File: src/sv/pdps_pkg.sv
// ----------------------------------------------------------------------------
// pdps_pkg: shared types and constants of the peak detector with box sum
// Request and command codes, the command word that crosses the queue and
// the result word delivered at the output.
// ----------------------------------------------------------------------------
package pdps_pkg;

  localparam int WINDOW_LEN_DEF  = 5;
  localparam int PEAK_SLOTS_DEF  = 64;
  localparam int CMD_QUEUE_DEPTH = 4;

  localparam int DEPTH_W  = 16;
  localparam int SCORE_W  = 16;
  localparam int PSCORE_W = 15;
  localparam int SUM_W    = 21;
  localparam int CFG_W    = 15;

  localparam logic [CFG_W-1:0] THRESHOLD_RST  = 15'd8192;
  localparam logic [CFG_W-1:0] HALF_WIDTH_RST = 15'd256;

  typedef enum logic {
    REG_PEAK_THRESHOLD    = 1'b0,
    REG_WINDOW_HALF_WIDTH = 1'b1
  } reg_idx_t;

  typedef enum logic [1:0] {
    REQ_LINE_START = 2'd0,
    REQ_PUSH       = 2'd1,
    REQ_QUERY      = 2'd2,
    REQ_CLEAR      = 2'd3
  } req_t;

  typedef enum logic [1:0] {
    CMD_ZERO  = 2'd0,
    CMD_STORE = 2'd1,
    CMD_QUERY = 2'd2,
    CMD_CLEAR = 2'd3
  } cmd_kind_t;

  typedef struct packed {
    cmd_kind_t                   kind;
    logic signed [DEPTH_W-1:0]   depth;
    logic        [PSCORE_W-1:0]  score;
  } cmd_t;

  typedef struct packed {
    logic                        peak_found;
    logic signed [DEPTH_W-1:0]   peak_depth;
    logic        [PSCORE_W-1:0]  peak_score;
    logic        [SUM_W-1:0]     sum_score;
    logic                        store_full;
  } res_t;

  typedef enum logic [1:0] {
    BK_IDLE = 2'd0,
    BK_SCAN = 2'd1,
    BK_DONE = 2'd2
  } bk_state_t;

endpackage

File: src/sv/pdps_ram.sv
// ----------------------------------------------------------------------------
// pdps_ram: generic single write port RAM
// One write and one read port, read data registered.
// ----------------------------------------------------------------------------
module pdps_ram #(
  parameter int WIDTH = 8,
  parameter int DEPTH = 16
) (
  input  logic                     clk,
  input  logic                     we,
  input  logic [$clog2(DEPTH)-1:0] waddr,
  input  logic [WIDTH-1:0]         wdata,
  input  logic                     re,
  input  logic [$clog2(DEPTH)-1:0] raddr,
  output logic [WIDTH-1:0]         rdata
);

  logic [WIDTH-1:0] mem [DEPTH];
  logic [WIDTH-1:0] rdata_r;

  always_ff @(posedge clk) begin
    if (we) begin
      mem[waddr] <= wdata;
    end
    if (re) begin
      rdata_r <= mem[raddr];
    end
  end

  assign rdata = rdata_r;

endmodule

File: src/sv/pdps_front.sv
// ----------------------------------------------------------------------------
// pdps_front: request intake and sample window
// Keeps the sliding window of the current line, tests its centre for a
// peak and turns every request into one command word for the back end.
// ----------------------------------------------------------------------------
module pdps_front #(
  parameter int WINDOW_LEN = pdps_pkg::WINDOW_LEN_DEF
) (
  input  logic                                  clk,
  input  logic                                  rst_n,
  input  logic                                  in_valid,
  output logic                                  in_ready,
  input  pdps_pkg::req_t                        in_req,
  input  logic signed [pdps_pkg::DEPTH_W-1:0]   in_depth,
  input  logic signed [pdps_pkg::SCORE_W-1:0]   in_score,
  input  logic        [pdps_pkg::CFG_W-1:0]     threshold,
  output logic                                  cmd_valid,
  input  logic                                  cmd_ready,
  output pdps_pkg::cmd_t                        cmd
);

  import pdps_pkg::*;

  localparam int FW     = $clog2(WINDOW_LEN + 1);
  localparam int CENTRE = WINDOW_LEN / 2;

  logic signed [DEPTH_W-1:0] win_depth_r [WINDOW_LEN];
  logic signed [SCORE_W-1:0] win_score_r [WINDOW_LEN];
  logic signed [DEPTH_W-1:0] win_depth_nxt [WINDOW_LEN];
  logic signed [SCORE_W-1:0] win_score_nxt [WINDOW_LEN];
  logic [FW-1:0]             fill_r, fill_nxt;
  logic                      accept;
  logic                      full_nxt;
  logic                      is_peak;
  logic signed [SCORE_W-1:0] centre_score;

  assign in_ready  = cmd_ready;
  assign cmd_valid = in_valid;
  assign accept    = in_valid && cmd_ready;

  // new sample always enters at the top; once full the order matches arrival
  always_comb begin
    for (int i = 0; i < WINDOW_LEN - 1; i++) begin
      win_depth_nxt[i] = win_depth_r[i+1];
      win_score_nxt[i] = win_score_r[i+1];
    end
    win_depth_nxt[WINDOW_LEN-1] = in_depth;
    win_score_nxt[WINDOW_LEN-1] = in_score;
  end

  assign full_nxt     = (fill_r >= FW'(WINDOW_LEN - 1));
  assign centre_score = win_score_nxt[CENTRE];

  always_comb begin
    is_peak = full_nxt &&
              ($signed({centre_score[SCORE_W-1], centre_score}) >
               $signed({2'b00, threshold}));
    for (int i = 0; i < WINDOW_LEN; i++) begin
      if (centre_score < win_score_nxt[i]) begin
        is_peak = 1'b0;
      end
    end
  end

  always_comb begin
    fill_nxt  = fill_r;
    cmd.kind  = CMD_ZERO;
    cmd.depth = in_depth;
    cmd.score = centre_score[PSCORE_W-1:0];
    case (in_req)
      REQ_LINE_START: begin
        fill_nxt = '0;
      end
      REQ_PUSH: begin
        if (fill_r != FW'(WINDOW_LEN)) begin
          fill_nxt = fill_r + 1'b1;
        end
        if (is_peak) begin
          cmd.kind  = CMD_STORE;
          cmd.depth = win_depth_nxt[CENTRE];
        end
      end
      REQ_QUERY: begin
        cmd.kind = CMD_QUERY;
      end
      REQ_CLEAR: begin
        cmd.kind = CMD_CLEAR;
      end
      default: begin
        cmd.kind = CMD_ZERO;
      end
    endcase
  end

  always_ff @(posedge clk) begin
    if (!rst_n) begin
      fill_r <= '0;
    end else if (accept) begin
      fill_r <= fill_nxt;
    end
  end

  always_ff @(posedge clk) begin
    if (accept && in_req == REQ_PUSH) begin
      for (int i = 0; i < WINDOW_LEN; i++) begin
        win_depth_r[i] <= win_depth_nxt[i];
        win_score_r[i] <= win_score_nxt[i];
      end
    end
  end

endmodule

File: src/sv/pdps_queue.sv
// ----------------------------------------------------------------------------
// pdps_queue: command queue between front and back end
// Small register FIFO so intake keeps going while a query walks the store.
// ----------------------------------------------------------------------------
module pdps_queue (
  input  logic           clk,
  input  logic           rst_n,
  input  logic           wr_valid,
  output logic           wr_ready,
  input  pdps_pkg::cmd_t wr_data,
  output logic           rd_valid,
  input  logic           rd_ready,
  output pdps_pkg::cmd_t rd_data
);

  import pdps_pkg::*;

  localparam int QD = CMD_QUEUE_DEPTH;
  localparam int PW = $clog2(QD);
  localparam int CW = $clog2(QD + 1);

  cmd_t          mem_r [QD];
  logic [PW-1:0] wr_ptr_r, wr_ptr_nxt;
  logic [PW-1:0] rd_ptr_r, rd_ptr_nxt;
  logic [CW-1:0] cnt_r, cnt_nxt;
  logic          do_wr, do_rd;

  assign wr_ready = (cnt_r != CW'(QD));
  assign rd_valid = (cnt_r != '0);
  assign rd_data  = mem_r[rd_ptr_r];
  assign do_wr    = wr_valid && wr_ready;
  assign do_rd    = rd_valid && rd_ready;

  always_comb begin
    wr_ptr_nxt = wr_ptr_r;
    rd_ptr_nxt = rd_ptr_r;
    cnt_nxt    = cnt_r;
    if (do_wr) begin
      wr_ptr_nxt = (wr_ptr_r == PW'(QD - 1)) ? '0 : wr_ptr_r + 1'b1;
    end
    if (do_rd) begin
      rd_ptr_nxt = (rd_ptr_r == PW'(QD - 1)) ? '0 : rd_ptr_r + 1'b1;
    end
    if (do_wr && !do_rd) begin
      cnt_nxt = cnt_r + 1'b1;
    end else if (do_rd && !do_wr) begin
      cnt_nxt = cnt_r - 1'b1;
    end
  end

  always_ff @(posedge clk) begin
    if (!rst_n) begin
      wr_ptr_r <= '0;
      rd_ptr_r <= '0;
      cnt_r    <= '0;
    end else begin
      wr_ptr_r <= wr_ptr_nxt;
      rd_ptr_r <= rd_ptr_nxt;
      cnt_r    <= cnt_nxt;
    end
  end

  always_ff @(posedge clk) begin
    if (do_wr) begin
      mem_r[wr_ptr_r] <= wr_data;
    end
  end

endmodule

File: src/sv/pdps_back.sv
// ----------------------------------------------------------------------------
// pdps_back: peak store and score sum
// Executes commands from the queue: stores peaks, clears the store and
// walks the stored peaks one per cycle to form the box window sum.
// ----------------------------------------------------------------------------
module pdps_back #(
  parameter int PEAK_SLOTS = pdps_pkg::PEAK_SLOTS_DEF
) (
  input  logic                          clk,
  input  logic                          rst_n,
  input  logic                          cmd_valid,
  output logic                          cmd_ready,
  input  pdps_pkg::cmd_t                cmd,
  input  logic [pdps_pkg::CFG_W-1:0]    half_width,
  output logic                          res_valid,
  input  logic                          res_ready,
  output pdps_pkg::res_t                res
);

  import pdps_pkg::*;

  localparam int AW = $clog2(PEAK_SLOTS);
  localparam int CW = $clog2(PEAK_SLOTS + 1);
  localparam int RW = DEPTH_W + PSCORE_W;

  bk_state_t                 state_r, state_nxt;
  logic [CW-1:0]             count_r, count_nxt;
  logic [CW-1:0]             rd_idx_r, rd_idx_nxt;
  logic                      rd_vld_r, rd_vld_nxt;
  logic signed [DEPTH_W-1:0] qdepth_r, qdepth_nxt;
  logic [SUM_W-1:0]          acc_r, acc_nxt;
  logic                      res_valid_r, res_valid_nxt;
  res_t                      res_r, res_nxt;

  logic                      out_free;
  logic                      pop;
  logic                      scan_done;
  logic                      ram_we, ram_re;
  logic [RW-1:0]             ram_rdata;
  logic signed [DEPTH_W-1:0] peak_d;
  logic [PSCORE_W-1:0]       peak_s;
  logic signed [DEPTH_W:0]   diff;
  logic [DEPTH_W:0]          abs_diff;
  logic [SUM_W:0]            sum_wide;

  assign out_free  = !res_valid_r || res_ready;
  assign pop       = (state_r == BK_IDLE) && cmd_valid && out_free;
  assign ram_re    = (state_r == BK_SCAN) && (rd_idx_r < count_r);
  assign scan_done = (state_r == BK_SCAN) && !ram_re && !rd_vld_r;
  assign ram_we    = pop && (cmd.kind == CMD_STORE) && (count_r < CW'(PEAK_SLOTS));
  assign cmd_ready = pop;
  assign res_valid = res_valid_r;
  assign res       = res_r;

  pdps_ram #(
    .WIDTH (RW),
    .DEPTH (PEAK_SLOTS)
  ) u_store (
    .clk   (clk),
    .we    (ram_we),
    .waddr (count_r[AW-1:0]),
    .wdata ({cmd.depth, cmd.score}),
    .re    (ram_re),
    .raddr (rd_idx_r[AW-1:0]),
    .rdata (ram_rdata)
  );

  assign peak_d   = ram_rdata[RW-1:PSCORE_W];
  assign peak_s   = ram_rdata[PSCORE_W-1:0];
  assign diff     = {qdepth_r[DEPTH_W-1], qdepth_r} - {peak_d[DEPTH_W-1], peak_d};
  assign abs_diff = diff[DEPTH_W] ? (DEPTH_W+1)'(-diff) : diff;
  assign sum_wide = {1'b0, acc_r} + (SUM_W+1)'(peak_s);

  // next state
  always_comb begin
    state_nxt = state_r;
    case (state_r)
      BK_IDLE: begin
        if (pop && cmd.kind == CMD_QUERY) begin
          state_nxt = BK_SCAN;
        end
      end
      BK_SCAN: begin
        if (scan_done) begin
          state_nxt = BK_DONE;
        end
      end
      BK_DONE: begin
        if (out_free) begin
          state_nxt = BK_IDLE;
        end
      end
      default: begin
        state_nxt = BK_IDLE;
      end
    endcase
  end

  // datapath and outputs
  always_comb begin
    count_nxt     = count_r;
    rd_idx_nxt    = rd_idx_r;
    rd_vld_nxt    = 1'b0;
    qdepth_nxt    = qdepth_r;
    acc_nxt       = acc_r;
    res_valid_nxt = res_valid_r && !res_ready;
    res_nxt       = res_r;
    case (state_r)
      BK_IDLE: begin
        if (pop) begin
          res_nxt = '0;
          case (cmd.kind)
            CMD_STORE: begin
              res_valid_nxt = 1'b1;
              if (count_r < CW'(PEAK_SLOTS)) begin
                count_nxt          = count_r + 1'b1;
                res_nxt.peak_found = 1'b1;
                res_nxt.peak_depth = cmd.depth;
                res_nxt.peak_score = cmd.score;
              end else begin
                res_nxt.store_full = 1'b1;
              end
            end
            CMD_QUERY: begin
              res_nxt    = res_r;
              qdepth_nxt = cmd.depth;
              acc_nxt    = '0;
              rd_idx_nxt = '0;
            end
            CMD_CLEAR: begin
              count_nxt     = '0;
              res_valid_nxt = 1'b1;
            end
            default: begin
              res_valid_nxt = 1'b1;
            end
          endcase
        end
      end
      BK_SCAN: begin
        if (ram_re) begin
          rd_idx_nxt = rd_idx_r + 1'b1;
          rd_vld_nxt = 1'b1;
        end
        if (rd_vld_r && abs_diff <= (DEPTH_W+1)'(half_width)) begin
          // saturate the running sum
          acc_nxt = sum_wide[SUM_W] ? {SUM_W{1'b1}} : sum_wide[SUM_W-1:0];
        end
      end
      BK_DONE: begin
        if (out_free) begin
          res_valid_nxt     = 1'b1;
          res_nxt           = '0;
          res_nxt.sum_score = acc_r;
        end
      end
      default: begin
        rd_vld_nxt = 1'b0;
      end
    endcase
  end

  always_ff @(posedge clk) begin
    if (!rst_n) begin
      state_r     <= BK_IDLE;
      count_r     <= '0;
      rd_vld_r    <= 1'b0;
      res_valid_r <= 1'b0;
    end else begin
      state_r     <= state_nxt;
      count_r     <= count_nxt;
      rd_vld_r    <= rd_vld_nxt;
      res_valid_r <= res_valid_nxt;
    end
  end

  always_ff @(posedge clk) begin
    rd_idx_r <= rd_idx_nxt;
    qdepth_r <= qdepth_nxt;
    acc_r    <= acc_nxt;
    res_r    <= res_nxt;
  end

endmodule

File: src/sv/peak_detect_parzen_score.sv
// ----------------------------------------------------------------------------
// peak_detect_parzen_score: window peak detector with box Parzen score sum
// Streams depth/score samples of a line, stores local peaks and answers
// box window score queries over the stored peaks.
// ----------------------------------------------------------------------------
// Every request word returns exactly one result word, in order. Line start,
// push and clear words are taken one per cycle into a small command queue
// and leave the back end one per cycle; each request word is registered in
// the command queue and its result word then in the output register. A score
// query walks the peak store through its single registered read port, one
// stored peak per cycle; words behind it queue up and intake stalls once the
// queue is full. A result word waiting in the output register holds the back
// end until it is taken; a query walk already under way runs on regardless.
// Configuration is taken in any cycle and must only be written while idle.
module peak_detect_parzen_score #(
  parameter int WINDOW_LEN = pdps_pkg::WINDOW_LEN_DEF,
  parameter int PEAK_SLOTS = pdps_pkg::PEAK_SLOTS_DEF
) (
  input  logic                          clk,
  input  logic                          rst_n,
  input  logic                          in_tvalid,
  output logic                          in_tready,
  input  logic [31:0]                   in_tdata,   // depth[15:0], score[31:16]
  input  logic [1:0]                    in_tuser,   // req_type[1:0]
  output logic                          out_tvalid,
  input  logic                          out_tready,
  // peak_depth[15:0], peak_score[30:16], sum_score[51:31], zero pad[55:52]
  output logic [55:0]                   out_tdata,
  output logic [1:0]                    out_tuser,  // peak_found[0], store_full[1]
  input  logic                          cfg_valid,
  output logic                          cfg_ready,
  input  logic                          cfg_index,
  input  logic [pdps_pkg::CFG_W-1:0]    cfg_data
);

  import pdps_pkg::*;

  logic [CFG_W-1:0] threshold_r;
  logic [CFG_W-1:0] half_width_r;
  logic             fq_valid, fq_ready;
  cmd_t             fq_cmd;
  logic             qb_valid, qb_ready;
  cmd_t             qb_cmd;
  res_t             res;

  assign cfg_ready = 1'b1;

  always_ff @(posedge clk) begin
    if (!rst_n) begin
      threshold_r  <= THRESHOLD_RST;
      half_width_r <= HALF_WIDTH_RST;
    end else if (cfg_valid) begin
      case (reg_idx_t'(cfg_index))
        REG_PEAK_THRESHOLD:    threshold_r  <= cfg_data;
        REG_WINDOW_HALF_WIDTH: half_width_r <= cfg_data;
        default:               threshold_r  <= threshold_r;
      endcase
    end
  end

  pdps_front #(
    .WINDOW_LEN (WINDOW_LEN)
  ) u_front (
    .clk       (clk),
    .rst_n     (rst_n),
    .in_valid  (in_tvalid),
    .in_ready  (in_tready),
    .in_req    (req_t'(in_tuser)),
    .in_depth  ($signed(in_tdata[15:0])),
    .in_score  ($signed(in_tdata[31:16])),
    .threshold (threshold_r),
    .cmd_valid (fq_valid),
    .cmd_ready (fq_ready),
    .cmd       (fq_cmd)
  );

  pdps_queue u_queue (
    .clk      (clk),
    .rst_n    (rst_n),
    .wr_valid (fq_valid),
    .wr_ready (fq_ready),
    .wr_data  (fq_cmd),
    .rd_valid (qb_valid),
    .rd_ready (qb_ready),
    .rd_data  (qb_cmd)
  );

  pdps_back #(
    .PEAK_SLOTS (PEAK_SLOTS)
  ) u_back (
    .clk        (clk),
    .rst_n      (rst_n),
    .cmd_valid  (qb_valid),
    .cmd_ready  (qb_ready),
    .cmd        (qb_cmd),
    .half_width (half_width_r),
    .res_valid  (out_tvalid),
    .res_ready  (out_tready),
    .res        (res)
  );

  assign out_tdata = {4'b0000, res.sum_score, res.peak_score, res.peak_depth};
  assign out_tuser = {res.store_full, res.peak_found};

endmodule
File: config.mk
export PLATFORM = sky130hd
export DESIGN_NAME = peak_detect_parzen_score
export DESIGN_NICKNAME = d
export VERILOG_FILES = /design/src/sv/pdps_pkg.sv /design/src/sv/pdps_ram.sv /design/src/sv/pdps_front.sv /design/src/sv/pdps_queue.sv /design/src/sv/pdps_back.sv /design/src/sv/peak_detect_parzen_score.sv
export SDC_FILE = /design/constraint.sdc
export NUM_CORES = 2
export LEC_CHECK = 0
export BUFFER_PORTS_ARGS = -buffer_cell sky130_fd_sc_hd__buf_2
export CORE_ASPECT_RATIO = 0.7
export CORE_UTILIZATION = 60
export DETAILED_ROUTE_END_ITERATION = 8
export PLACE_DENSITY_LB_ADDON = 0.1
export SLEW_MARGIN = 20
export SYNTH_ARGS = -nofsm -noshare
export SYNTH_HDL_FRONTEND = slang
export SYNTH_SLANG_ARGS = --single-unit
File: constraint.sdc
create_clock -name clk -period 12.9 [get_ports clk]
set_clock_uncertainty 0.1 [all_clocks]
set_input_delay 1.29 -clock clk [delete_from_list [all_inputs] [get_ports clk]]
set_output_delay 1.29 -clock clk [all_outputs]
set_load 0.02 [all_outputs]
# == After elaboration in Yosys (flattened, before gate mapping) ==
# Memory sizes are Yosys's and may differ from the RTL's. A register that Yosys moved wholly into a read port is not among the register bits.
# Cells that the tools add are included.
# classes
eq_ne,22
order_cmp,10
add_sub_neg,10
n_mux,51
n_reduce_logical,41
bitwise,1
# ops
op,n
$mux W54,2
$pmux W54 S2,1
$mux W21,5
$lt A16 B16 Y1,5
$pmux W32 S2,1
$pmux W21 S2,1
$mux W17,2
$mux W32,1
$mux W7,4
$pmux W7 S2,2
$add A21 B15 Y22,1
$le A17 B15 Y1,1
$neg A17 Y17,1
$sub A16 B16 Y17,1
$gt A16 B16 Y1,1
$logic_and A1 B1 Y1,16
$mux W1,16
$mux W16,1
$reduce_and A4 Y1,4
$add A7 B1 Y7 const B,2
$eq A2 B2 Y1 const B,7
$mux W2,7
$pmux W2 S3,2
$ne A2 B1 Y1 const B,5
other kinds (20),46
# word_totals
memories,4
ram_bits,2276
reg_bits,149
elab_cells,157
output_inout_bits,61
# mem_list
memory,words,width,rd,rd_ports_with_merged_regs,wr,line,rtl
u_back.u_store.mem,64,31,1,1,1,pdps_ram.sv:18,logic [WIDTH-1:0] mem [DEPTH];
u_queue.mem_r,4,33,1,1,1,pdps_queue.sv:22,cmd_t mem_r [QD];
u_front.win_depth_r,5,16,4,0,5,pdps_front.sv:27,logic signed [DEPTH_W-1:0] win_depth_r [WINDOW_LEN];
u_front.win_score_r,5,16,4,0,5,pdps_front.sv:28,logic signed [SCORE_W-1:0] win_score_r [WINDOW_LEN];

# == Logic depth before layout (Yosys ltp) ==
# An unclocked memory read counts as a cell.
# depth
word_depth,10
depth_mapped,20

# == Hierarchy ==
# From an unflattened synthesis, not the netlist that was laid out.
# hier_totals
hier_cells,4831
hier_area_um2,95150.0
# modules_own_cells
mod,seq_area_each_um2,cells_per_inst,instances,area_each_um2
pdps_ram,60508.0,3418,1,76616.0
pdps_back,3163.0,639,1,6661.4
pdps_front,2942.8,425,1,5408.9
pdps_queue,4144.0,224,1,5245.0
peak_detect_parzen_score,600.6,125,1,1218.7

# == Worst setup path before layout ==
# No wires, ideal clock.
# synth_timing
kind,input -> register
from,input in_tvalid
to,register u_front.fill_r[1]
t_arrival_ps,9245
required_ps,12708
setup_ps,92
cell_stages,4
setup_slack_ps,3463
cell_sequence,nand2_1 -> nor3b_1 -> a32oi_1 -> nor2_1
# synth_between
elab_chain_len,2
# synth_rtl
element,line,rtl
from (decl),peak_detect_parzen_score.sv:21,"input logic in_tvalid,"
$logic_and A1 B1 Y1,pdps_front.sv:39,assign accept = in_valid && cmd_ready;
$reduce_and A3 Y1 (no line),--,
to (signal assigned),pdps_front.sv:99,fill_r <= fill_nxt;
to (decl),pdps_front.sv:31,"logic [FW-1:0] fill_r, fill_nxt;"
# Every way passes these cells.
# A chain may end at the register's enable or synchronous reset.

# == Worst setup path after layout ==
# layout_timing
from,"register u_back.u_store.rdata_r[19], in the netlist u_back.u_store.rdata[19], read port of u_back.u_store.mem"
to,"register u_back.acc_r[13], enable pin"
# layout_between
elab_chain_len,7
# layout_rtl
element,line,rtl
from (decl),pdps_ram.sv:19,logic [WIDTH-1:0] rdata_r;
$sub A16 B16 Y17 (*),pdps_back.sv:70,"assign diff = {qdepth_r[DEPTH_W-1], qdepth_r} - {peak_d[DEPTH_W-1], peak_d};"
$neg A17 Y17,pdps_back.sv:71,assign abs_diff = diff[DEPTH_W] ? (DEPTH_W+1)'(-diff) : diff;
$mux W17 (*),pdps_back.sv:71,
$le A17 B15 Y1 (*),pdps_back.sv:145,if (rd_vld_r && abs_diff <= (DEPTH_W+1)'(half_width)) begin
$logic_and A1 B1 Y1 (*),pdps_back.sv:145,
$ne A2 B2 Y1 (no line) (*),--,
$reduce_and A4 Y1 (no line) (*),--,
to (signal assigned),pdps_back.sv:180,acc_r <= acc_nxt;
to (decl),pdps_back.sv:31,"logic [SUM_W-1:0] acc_r, acc_nxt;"
# Every way passes the cells marked *; elsewhere a longest branch is shown, timed or not.

==> impl_results.md <==
* Worst-margin pin slew at 1.20 ns
* GRT overflow at 0
* Clock Latency Late Sink at 0.86 ns
* Worst setup endpoint: u_back.acc_r[13]
* DR iter-0 viols at 7,471
* Synth Flop Type: edfxtp_1
* DIE WIDTH at 477 um
* Synth area leader: edfxtp_1
* Avg WL per Cell at between 30 and 40 um
* RR Endpoint: u_back.acc_r[13]
* Syn Area/Cell at 20.0 sq um
* Drt pass-1 iters at 6
* Clock root buffer: clkbuf_16
* Post-DR vias/cell at 6.68
* Max-cap violations at 0
* Cells after Synth at 4,748
* CTS buffer count at approximately 210
* Post-route setup TNS at 0 ns
* Gpl congestion at 0.875
* Fmax at around 180 MHz
* Synth top area cells: edfxtp_1 74%, mux4_2 12%, mux2i_1 2.0%, ha_1 1.8%, a21oi_1 1.2%
* Cell Rows at 121
* Post-synthesis register bit count at around 2,400
* Post-layout util at between 60% and 70%
* Synth cell types at a little under 80
* Starting Density at 60.7%
* CTS Sinks at 2,394
* CTS tree: built
* Via Count at between 40,000 and 50,000
* Crit path time final at 5.53 ns
* Post-CTS Hold Buffers at 0
* Max-slew violation count at 0
* Initial antenna violation count at 47
* PD cells at 212 mW/mm^2
* Comb power frac at 26.9%
* Largest net degree at the start of global routing at about 120
* Yosys warning count at 0
* Synth top area share at between 70% and 80%
* Post-synth ARST share at 0%
* Nets at ~5,200
* Antenna-violating nets left at 0
* R2r setup slk at 7.37 ns
* Post-CTS Setup Bufs at 0
* I/O Buffers at 110
* Area growth, synth to finish at 11.8%
* Sequential Power Share at 44.1%
* Post_cts resized at 0
* Worst EP required at between 10 and 15 ns
* RSZ-0062 raised after global routing: no
* Worst r2r src: u_back.u_store.rdata[19]
* # setup viols final at 0
* Clock slew at reported path FFs at 0.06 ns
* Final WL at 242,000 um
* Die Y at 335 um
* Internal at 15.4 mW
* CP max FO at 21
* H-tree levels at 4
* Status: finished clean
* Final period utilization at 42.9%
* Share of total power in the clock network at 29.0%
* Max VDD drop at around 160 uV
* Placed wire-length estimate at 147,000 um
* CP Class: reg2reg
* Max-slew headroom at the worst pin at 19.7%
* I/O pins at 116
* Vias in the first global route at 45,400
* Crit start category: flip-flop
* Buffer depth of the longest clock path at 3
* Final routed DRC violation total at 0
* Fin. Hold Viols at 0
* Net Sw Power at 7.10 mW
* Die area at between 0.15 and 0.2 sq mm
* Crit path from: u_back.u_store.rdata[19]
* Critical path endpoint category: flip-flop
* Layout cell share with drive strength beyond 1 at 23.6%
* Synthesized cell area at 0.0948 sq mm
* Total Routing Usage GR at 30.6%
* Sequential area share after synthesis at 75.2%
* Worst endpoint data arrival time at between 5 and 6 ns
* First-pass GRT wire length at roughly 340,000 um
* Sw Ratio at 31.6%
* Number of synthesized flops with an enable pin at 2,341
* Leakage at 34.5 nW
* Reg2reg path depth at 18
* Hold Crit Class: reg2reg
* Core footprint at about 0.16 sq mm
## worst min path at each step
stage	from	to	slack, ns	cells after the start
floorplan	u_front.win_depth_r[0][64]	u_front.win_depth_r[0][48]	0.30	0
global placement	u_front.win_depth_r[0][67]	u_front.win_depth_r[0][51]	0.30	0
detailed placement	u_front.win_depth_r[0][72]	u_front.win_depth_r[0][56]	0.31	0
CTS	u_front.win_depth_r[0][72]	u_front.win_depth_r[0][56]	0.32	0
global route	u_front.win_depth_r[0][72]	u_front.win_depth_r[0][56]	0.32	0
finish	u_front.win_depth_r[0][72]	u_front.win_depth_r[0][56]	0.32	0
## final cells by class
| type | count | area, sq um |
|---|---|---|
| Fill cell | 9837 | 50200 |
| Sequential cell | 2394 | 71400 |
| Clock buffer | 255 | 5590 |
| Antenna cell | 11 | 27.5 |
| Clock inverter | 140 | 1540 |
| Inverter | 142 | 533 |
| Tap cell | 2091 | 2620 |
| Multi-Input combinational cell | 1994 | 22600 |
| Timing Repair Buffer | 224 | 1790 |
## layer usage
layer | track usage (%) | share of wire [%]
met1 | 49.7 | 42
met2 | 41.5 | 42
met3 | 7.77 | 13
met4 | 7.49 | 2.1
met5 | 0 | 0.057
## stage by stage
step / cells / cell area [sq um] / hold WS [ns] / total power, mW / setup slack, ns
6_report: 7251 / 106000 / 0.319 / 22.5 / 7.37
4_1_cts: 7227 / 106000 / 0.321 / 22.5 / 7.43
3_5_place_dp: 6832 / 98600 / 0.306 / 16.1 / 7.45
3_3_place_gp: 6826 / 98400 / 0.300 / 16.0 / 7.32
5_1_grt: 7241 / 106000 / 0.324 / 23.1 / 6.93
2_1_floorplan: 4751 / 94900 / 0.300 / 13.5 / 3.46
## cell usage in the layout (no fill, tap or decap), types with 16 or more instances in the layout
cell type,n
edfxtp_1,2341
mux4_2,496
a21oi_1,225
clkbuf_16,218
mux2i_1,191
nand2_1,155
inv_1,141
ha_1,139
buf_2,110
o21ai_0,100
buf_4,88
mux2_2,68
nor2_1,64
o22ai_1,64
nor2_4,64
o221ai_1,62
and2_1,52
dfxtp_1,52
clkinv_2,45
clkinv_1,43
clkbuf_1,37
bufinv_16,31
a21o_1,29
nand3_1,27
xnor2_1,25
xor2_1,21
buf_12,18
nand2b_1,16
nor2b_1,16
## critical path: stages, from the launching register on
cell and delay [ns]:
edfxtp_1 0.61, inv_1 0.12, ha_1 0.49, o21ai_0 0.14, a21oi_1 0.16, o22ai_1 0.16, o31ai_1 0.33, a31oi_1 0.20
o221ai_2 0.66, nor2_1 0.10, a21oi_1 0.17, ha_1 0.26, nor2b_1 0.14, o21ai_0 0.16, nand2b_1 0.08, a21oi_1 0.17
o211ai_1 0.11, o21ai_0 0.16, a21o_1 0.80
## synth_stat cells, types with 62 or more instances
| cell | number |
|---|---|
| mux2_2 | 68 |
| a21oi_1 | 229 |
| inv_1 | 141 |
| mux2i_1 | 191 |
| nand2_1 | 157 |
| edfxtp_1 | 2341 |
| ha_1 | 139 |
| nor2_1 | 128 |
| o221ai_1 | 62 |
| mux4_2 | 498 |
| clkbuf_1 | 127 |
| o22ai_1 | 65 |
| o21ai_0 | 100 |
## sequential cells by signal, summed over array words and instances (netlist names), named ones only
| register | count |
|---|---|
| u_queue.mem_r | 132 |
| u_back.res | 54 |
| u_queue.cnt_r | 3 |
| u_front.fill_r | 3 |
| u_front.win_score_r | 64 |
| u_queue.wr_ptr_r | 2 |
| u_queue.rd_ptr_r | 2 |
| u_back.count_r | 7 |
| u_front.win_depth_r | 32 |
| u_back.rd_vld_r | 1 |
| u_back.rd_idx_r | 7 |
| u_back.qdepth_r | 16 |
| u_back.acc_r | 21 |
| u_back.u_store.mem | 1984 |
| u_back.u_store.rdata | 31 |
| half_width_r | 15 |
| u_back.state_r | 2 |
| threshold_r | 15 |
| u_back.res_valid | 1 |
## power groups by stage
stage / Combinational, mW / Sequential (mW) / Clock (mW)
after floorplan: 3.34 / 10.2 / 0
after global placement: 5.91 / 10.1 / 0
after detailed placement: 5.99 / 10.1 / 0
after CTS: 6.00 / 9.92 / 6.57
after global routing: 6.34 / 9.94 / 6.86
final: 6.06 / 9.93 / 6.52
## kinds of logic after synthesis
logic type | count (synthesis) | share of synthesized area (%)
adders and majority gates | 142 | 1.90
AOI/OAI and AO/OA | 551 | 3.57
buffers and inverters | 363 | 1.56
xor gates and xnor gates | 47 | 0.442
and+or+nand+nor | 482 | 2.48
DFF | 2394 | 75.2
other | 2 | 0.00792
muxes | 767 | 14.8
Power figures use the tool's default switching activity.
